File: config.mk
export PLATFORM = sky130hd
export DESIGN_NAME = tkr_cell
export DESIGN_NICKNAME = d
export VERILOG_FILES = /design/src/rtl/tkr_pkg.sv /design/src/rtl/tkr_cell.sv
export SDC_FILE = /design/constraint.sdc
export NUM_CORES = 1
export LEC_CHECK = 0
export ABC_AREA = 1
export BUFFER_PORTS_ARGS = -buffer_cell sky130_fd_sc_hd__buf_4
export CAP_MARGIN = 20
export CORE_AREA = 4 4 190 192
export CTS_BUF_LIST = sky130_fd_sc_hd__clkbuf_8
export CTS_CLUSTER_SIZE = 40
export DETAILED_ROUTE_END_ITERATION = 8
export DIE_AREA = 0 0 194 196
export SLEW_MARGIN = 20
export SYNTH_ARGS = -nofsm -noshare
export SYNTH_HDL_FRONTEND = slang
export SYNTH_SLANG_ARGS = --single-unit
File: constraint.sdc
create_clock -name clk -period 6.7 [get_ports clk]
set_input_delay 1.34 -clock clk [delete_from_list [all_inputs] [get_ports clk]]
set_output_delay 1.34 -clock clk [all_outputs]
set_load 0.005 [all_outputs]
File: src/rtl/tkr_pkg.sv
// shared types and constants for the top-k score ranker
package tkr_pkg;

  localparam int CAPACITY_DEF  = 16;
  localparam int MAX_TILES_DEF = 8;
  localparam int DUMP_LIMIT    = 16;

  localparam logic [2:0] FUNC_SUBMIT    = 3'd0;
  localparam logic [2:0] FUNC_DUMP      = 3'd1;
  localparam logic [2:0] FUNC_READ      = 3'd2;
  localparam logic [2:0] FUNC_CLR_TABLE = 3'd3;
  localparam logic [2:0] FUNC_CLR_CNT   = 3'd4;

  typedef struct packed {
    logic [4:0] row;
    logic [4:0] col;
    logic [7:0] ch;
  } tile_t;

  localparam tile_t EMPTY_TILE = '{row: 5'd31, col: 5'd31, ch: 8'd0};

  typedef struct packed {
    logic [2:0]  func;
    logic [15:0] score;
    logic [3:0]  tile_count;
    logic [4:0]  tile_row;
    logic [4:0]  tile_col;
    logic [7:0]  tile_char;
    logic        tile_last;
    logic [3:0]  read_rank;
    logic [2:0]  read_tile;
  } req_t;

  typedef struct packed {
    logic [3:0]  rank;
    logic [15:0] entry_score;
    logic [3:0]  entry_tiles;
    logic [4:0]  out_row;
    logic [4:0]  out_col;
    logic [7:0]  out_char;
    logic        last;
    logic [31:0] submitted;
    logic [31:0] recorded;
  } res_t;

  // insert / clear command broadcast to every cell
  typedef struct packed {
    logic        ins;
    logic        clr;
    logic [15:0] score;
    logic [3:0]  count;
  } cell_cmd_t;

endpackage

File: src/rtl/tkr_cell.sv
// one slot of the sorted chain: holds an entry, shifts down or loads on insert
module tkr_cell #(
  parameter int MAX_TILES = tkr_pkg::MAX_TILES_DEF
) (
  input  logic                  clk,
  input  logic                  rst,
  input  tkr_pkg::cell_cmd_t    cmd,
  input  tkr_pkg::tile_t        new_tiles [MAX_TILES],
  input  logic                  prev_gt,
  input  logic [15:0]           prev_score,
  input  logic [3:0]            prev_count,
  input  tkr_pkg::tile_t        prev_tiles [MAX_TILES],
  output logic                  gt,
  output logic [15:0]           score,
  output logic [3:0]            count,
  output tkr_pkg::tile_t        tiles [MAX_TILES]
);
  import tkr_pkg::*;

  // candidate beats this slot (equal score stays ahead)
  assign gt = cmd.score > score;

  // score and count are control state
  always_ff @(posedge clk) begin
    if (rst || cmd.clr) begin
      score <= '0;
      count <= '0;
    end else if (cmd.ins && prev_gt) begin
      score <= prev_score;
      count <= prev_count;
    end else if (cmd.ins && gt) begin
      score <= cmd.score;
      count <= cmd.count;
    end
  end

  // tile payload, no reset
  always_ff @(posedge clk) begin
    if (cmd.ins && prev_gt) begin
      tiles <= prev_tiles;
    end else if (cmd.ins && gt) begin
      tiles <= new_tiles;
    end
  end

endmodule

# Word level (Yosys, flattened, before mapping)
# Cells that the tools add are included.
dict set report op_classes {
  n_eq_ne 0
  reduce_logical 4
  div_mod_pow 0
  shifts 0
  n_mux 6
  n_lt_le_gt_ge 1
  n_addsub 0
  multipliers 0
  n_bitwise 0
}
# operator n
set ops {}
lappend ops {{two-way mux 144 bit} 2}
lappend ops {{two-way mux 16 bit} 2}
lappend ops {{> comparator 16 bit} 1}
lappend ops {{two-way mux 4 bit} 2}
lappend ops {{logical AND 1 bit} 2}
lappend ops {{nonzero test 2 bit} 1}
lappend ops {{logical OR 1 bit} 1}
dict set report totals {
  latchBits 0
  input_bits 333
  register_bits 164
  ram_bits 0
  memories 0
  mem_bits_ro 0
}

# Depth between registers and ports, before layout
# Gate-level depths: netlist of the first run.
dict set report logic_depth {
  word_depth 4
  ltp_mapped 16
}

# Worst setup path after synthesis of the first run
# Ideal clock, no wire load.
dict set report synth_timing {
  kind {input to register}
  from {input port cmd[19] in the netlist's numbering}
  to {register tiles[0] in the netlist's numbering (enable)}
  stages 10
  setup_ns 0.509
  setup_slack_ns 0.758
  arrival_ns 5.433
  cell_sequence {ha_1 -> nand2_1 -> nor2_2 -> nand4_1 -> clkinv_1 -> nand2_1 -> nand2_1 -> nand3_2 -> buf_4 -> nand2_1}
}
dict set report synth_via {
  elab_chain_len 3
}
# item line
set synth_lines {}
lappend synth_lines {{from (decl)} tkr_cell.sv:7} ;# input tkr_pkg::cell_cmd_t cmd,
lappend synth_lines {{> comparator 16 bit} tkr_cell.sv:21} ;# assign gt = cmd.score > score;
lappend synth_lines {{logical AND 1 bit} tkr_cell.sv:41} ;# end else if (cmd.ins && gt) begin
lappend synth_lines {{nonzero test 2 bit (no line)} n/a}
lappend synth_lines {{to (signal assigned)} tkr_cell.sv:40} ;# tiles <= prev_tiles;
lappend synth_lines {{to (signal assigned)} tkr_cell.sv:42} ;# tiles <= new_tiles;
lappend synth_lines {{to (decl)} tkr_cell.sv:16} ;# output tkr_pkg::tile_t tiles [MAX_TILES]
# No other way between the ends.
# A chain may end at the register's enable or synchronous reset.

# Worst setup path after layout of the first run
dict set report layout_timing {
  from {input port cmd[19] in the netlist's numbering}
  to {register tiles[48] in the netlist's numbering (enable)}
}
# Same word-level chain as after synthesis.

==> impl_metrics.py, run 1 <==
metrics = {
    "outcome": {
        "outcome": "completed",
    },
    "synthesis": {
        "synth_top_area_share_pct": 57.3,
        "synth_area_um2": 7550,
        "yosys.cell_types.count": 22,
        "postSynthCellCount": 518,
        "synth_seq_area_share_pct": 62.6,
        "ys_top_cells_by_area": "edfxtp_1, mux2_2, dfxtp_1",
        "yosys_warnings": 0,
        "ys_seq_elements": 164,
        "avgSynthCellArea_um2": 14.6,
        "syn-num-nets": 867,
        "yosysTopAreaCell": "edfxtp_1",
    },
    "floorplan": {
        "die_x_um": 194,
        "ios": 498,
        "core_um2": 34400,
        "die-area_um2": 38000,
        "start_util_pct": 22.0,
        "die_h_um": 196,
        "rows": 68,
    },
    "power": {
        "p_total_mw": 2.52,
        "p_leak_nw": 5.31,
        "switching_share_pct": 26.2,
        "p_per_area_nw_per_um2": 207,
        "vdd_drop_max_uv": 103,
        "power.switching_uw": 659,
        "power_frac_seq_pct": 50.1,
        "p_int_mw": 1.86,
        "p_clk_share_pct": 28.0,
        "pwr-share-comb_pct": 21.9,
    },
    "critical_path": {
        "start_kind": "input pin",
        "worst_path_max_delay_cell": "nand2_4",
        "endpoint_kind": "register",
        "worstRegToRegCells": 11,
        "worstPathArrival_ps": 4220,
        "rr_startpoint": "score[15]",
        "crit_chain": "buf_4, ha_1, nand2_1, nor2_2, nand4_1, clkinv_1, nand2_1, nand2_1, nand3_2, nand2_4, buf_4",
        "crit_type": "in -> reg",
        "path_common_cell": "nand2_1",
        "r2r_end": "tiles[48]",
        "rrSetupSlack_ps": 3170,
        "slowest_delay_ps": 790,
        "crit_fanout": 41,
        "required_ps": 6810,
    },
    "sta": {
        "rsz0062_at_grt": "no",
        "setup_violations": 0,
        "hold_viol": 0,
        "finClkSkew_ps": 20.6,
        "worstMarginPinSlew_ps": 840,
        "finalSetupTns_ps": 0,
        "clock.fmax_ghz": 0.243,
        "min_period_ps": 4110,
        "drv_slew": 0,
        "relSlewSlack_pct": 44.0,
        "post-route-period-util_pct": 61.4,
    },
    "routing": {
        "routed_wl_um": 27000,
        "drt-pass1-iter-count": 4,
        "drtIter0Drc": 203,
        "viasPerCell": 4.05,
        "wl_per_cell_um": 18.3,
        "route.detailed.drc": 0,
        "ant_nets": 0,
        "vias": 5983,
    },
    "layout": {
        "postLayoutCellArea_um2": 12200,
        "utilization_pct": 35.4,
        "final_cell_mix": "buf_4, mux2_2, edfxtp_1",
        "nets": 1360,
        "syn2layout_area_growth_pct": 61.0,
        "num_antenna_cells": 0,
        "drive_above_1_share_pct": 68.4,
        "final_common_cell": "buf_4",
        "instances_no_fill": 1478,
    },
    "global_routing": {
        "antenna_found_initial": 0,
        "grt_max_degree": 102,
        "overflow": 0,
        "grt_pass1_vias": 6234,
        "grt.total_usage_pct": 13.4,
        "grt_pass1_wl_um": 38700,
    },
    "clocking": {
        "cts_tree": "done",
        "htreeDepth": 4,
        "numCtsBuffers": 17,
        "path_clk_slew_ps": 90,
        "cts.sinks": 164,
        "clock_path_buffers": 2,
        "root_buffer": "clkbuf_8",
        "post_cts_resized": 0,
        "cts_hold_buffers": 0,
        "post_cts_buffers": 0,
        "clkLatencyLatePin_ps": 460,
    },
    "worst_hold_path": {
        "min_delay_path_depth": 4,
        "min_from": "count[2]",
        "min_path_type": "reg -> reg",
        "worstHoldEndpoint": "count[2]",
    },
    "place": {
        "hpwlAfterDp_um": 21500,
        "gp_congestion": 0.847,
        "dp.cells": 1447,
        "placed_area_um2": 11800,
        "io_buffers": 497,
    },
    "flow_run": {
        "drv_cap": 0,
    },
}
power groups by stage:
stage / registers [mW] / clock network (mW) / logic, mW
after floorplan: 1.31 / 0 / 0.181
after global placement: 1.28 / 0 / 0.562
after detailed placement: 1.29 / 0 / 0.563
after CTS: 1.26 / 0.736 / 0.566
after global routing: 1.27 / 0.780 / 0.597
final: 1.26 / 0.704 / 0.552
cell usage after synthesis:
cell type / n
a21o_1: 1
buf_4: 2
ha_1: 16
edfxtp_1: 144
nor2_2: 1
and2_1: 1
nand4_1: 1
clkbuf_1: 2
dfxtp_1: 20
buf_1: 3
nand2_1: 39
buf_2: 19
inv_1: 26
mux2_2: 163
nor2_1: 25
clkinv_1: 1
buf_6: 2
nand3b_1: 1
nand3_2: 1
a21oi_1: 27
nand3_1: 22
o21ai_0: 1
stage by stage:
step	worst slack, ps	hold WS, ps
final	2590	548
after global routing	2320	589
after CTS	2620	556
after detailed placement	2100	538
after global placement	2160	527
after floorplan	758	533
area by class of cell:
| class | count | area [um^2] |
|---|---|---|
| fill | 3426 | 22200 |
| sequential | 164 | 4720 |
| timing repair buffer | 502 | 3790 |
| multi-input combinational | 299 | 2580 |
| tap | 455 | 569 |
| clock buffer | 17 | 234 |
| clock inverter | 14 | 144 |
| inverter | 27 | 101 |
flip-flops by register name, summed over array words and instances, names as in the netlist:
| name | cells |
|---|---|
| count | 4 |
| score | 16 |
| tiles | 144 |
layer usage:
metal | track usage, % | routed length (um) | vias to the layer above
met2 | 23.5 | 13800 | 273
met3 | 4.69 | 2250 | 30
met5 | 0 | 0 | -
met4 | 4.22 | 644 | 0
met1 | 15.3 | 10300 | 2792
li1 | - | - | 2888
critical path, delay by kind of cell:
kind	cells	cell delay, ps
buffers and inverters	3	690
adders and majority gates	1	290
and+or+nand+nor	7	1860
cells by family after synthesis:
family	share of synthesized area, %
AND/OR/NAND/NOR	5.12
adder cells (fa/ha/maj)	2.65
flip-flops	62.6
buffers and inverters	3.35
AO/OA/AOI/OAI	1.96
multiplexers	24.3
worst max path at each step:
stage,end,from,depth (start not counted)
final,tiles[48],cmd[19],11
after global routing,tiles[56],cmd[7],13
after CTS,tiles[57],cmd[19],11
after global placement,tiles[102],cmd[7],13
after floorplan,tiles[0],cmd[19],10
after detailed placement,tiles[41],cmd[19],11
Power figures use the tool's default switching activity.
==> run 2: changes to the inputs <==
- clock period: 6.7 -> 4.2 ns (I/O delays scaled with it)
==> impl_metrics.py, run 2 (synthesis gave the netlist of run 1 again) <==
metrics = {
    "outcome": {
        "outcome": "completed",
    },
    "clocking": {
        "root_buffer": "clkbuf_8",
        "post_cts_resized": 0,
        "clkLatencyLatePin_ps": 450,
        "clock_path_buffers": 2,
        "path_clk_slew_ps": 90,
        "cts_hold_buffers": 0,
        "cts.sinks": 164,
        "post_cts_buffers": 0,
        "numCtsBuffers": 17,
        "htreeDepth": 4,
        "cts_tree": "done",
    },
    "sta": {
        "setup_violations": 0,
        "relSlewSlack_pct": 40.0,
        "min_period_ps": 2910,
        "worstMarginPinSlew_ps": 900,
        "finalSetupTns_ps": 0,
        "holdWs_ps": 545,
        "rsz0062_at_grt": "no",
        "hold_viol": 0,
        "post-route-period-util_pct": 69.2,
        "drv_slew": 0,
        "finClkSkew_ps": 24.0,
        "clock.fmax_ghz": 0.344,
    },
    "critical_path": {
        "worstPathArrival_ps": 2070,
        "rr_startpoint": "score[3]",
        "rrSetupSlack_ps": 1820,
        "crit_type": "in -> out",
        "worstRegToRegCells": 13,
        "critPathLaunch": "cmd[15]",
        "endpoint_kind": "output port",
        "start_kind": "input pin",
        "crit_fanout": 3,
        "required_ps": 3360,
        "r2r_end": "tiles[98]",
    },
    "floorplan": {
        "die_h_um": 196,
        "core_um2": 34400,
        "start_util_pct": 22.0,
        "ios": 498,
        "die_x_um": 194,
        "die-area_um2": 38000,
        "rows": 68,
    },
    "worst_hold_path": {
        "min_delay_path_depth": 4,
        "worstHoldEndpoint": "count[3]",
        "min_path_type": "reg -> reg",
        "min_from": "count[3]",
    },
    "layout": {
        "nets": 1371,
        "final_common_cell": "buf_4",
        "largest_register_ffs": 144,
        "num_antenna_cells": 0,
        "largestRegisters": "tiles: 144 flops, score: 16 flops, count: 4 flops",
        "top_register": "tiles",
        "syn2layout_area_growth_pct": 62.9,
        "final_cell_mix": "buf_4, mux2_2, edfxtp_1",
        "drive_above_1_share_pct": 68.7,
    },
    "global_routing": {
        "grt_pass1_wl_um": 40800,
        "grt.total_usage_pct": 14.2,
        "overflow": 0,
        "grt_max_degree": 57,
        "grt_pass1_vias": 6434,
        "antenna_found_initial": 1,
    },
    "power": {
        "vdd_drop_max_uv": 203,
        "p_per_area_nw_per_um2": 335,
        "p_leak_nw": 5.38,
    },
    "flow_run": {
        "drv_cap": 0,
    },
    "place": {
        "hpwlAfterDp_um": 23200,
        "io_buffers": 497,
        "gp_congestion": 0.897,
    },
    "routing": {
        "wl_per_cell_um": 19.1,
        "drt-pass1-iter-count": 4,
        "ant_nets": 0,
        "vias": 6085,
        "route.detailed.drc": 0,
        "drtIter0Drc": 203,
        "routed_wl_um": 28500,
        "viasPerCell": 4.08,
    },
}
run 2: critical path: stages:
cell     delay (ps)
buf_4           120
ha_1            320
a21oi_1         170
nand2_1          70
a21oi_1         150
nand2_1         100
and2_1          150
buf_4           130
run 2: layout make-up:
cell class                 instances  area [um^2]
clock inverter                    15          173
multi-input combinational        299         2590
timing repair buffer             513         3900
inverter                          27          101
fill                            3428        22100
tap                              455          569
sequential                       164         4720
clock buffer                      17          234
run 2: per-stage QoR:
step           setup WS (ps)  power (mW)  utilization [%]  std cells  area (um^2)
2_1_floorplan            199        2.36                -        518         7550
3_3_place_gp            1310        2.97             34.6       1458        11900
3_5_place_dp            1290        2.98             34.6       1458        11900
4_1_cts                 1280        4.20             35.8       1490        12300
5_1_grt                 1170        4.33             35.8       1490        12300
6_report                1290        4.12             35.8       1490        12300
run 2: how the worst max path moves through the flow:
stage	slack, ps	cells past startpoint	to
final	1290	8	gt
after global routing	1170	10	gt
after CTS	1280	8	gt
after detailed placement	1290	8	gt
after global placement	1310	8	gt
after floorplan	200	10	tiles[0]
run 2: power breakdown:
part	internal (mW)	switching (mW)	leakage, nW
Clock	0.544	0.652	0.197
Sequential	1.97	0.0497	1.57
Combinational	0.532	0.377	3.61
run 2: per-layer routing:
layer / vias up / GRT usage [%] / routed length [um]
met3: 23 / 4.57 / 2240
met5: - / 0 / 0
met1: 2881 / 16.2 / 11000
li1: 2909 / - / -
met4: 0 / 4.27 / 592
met2: 272 / 25.5 / 14700
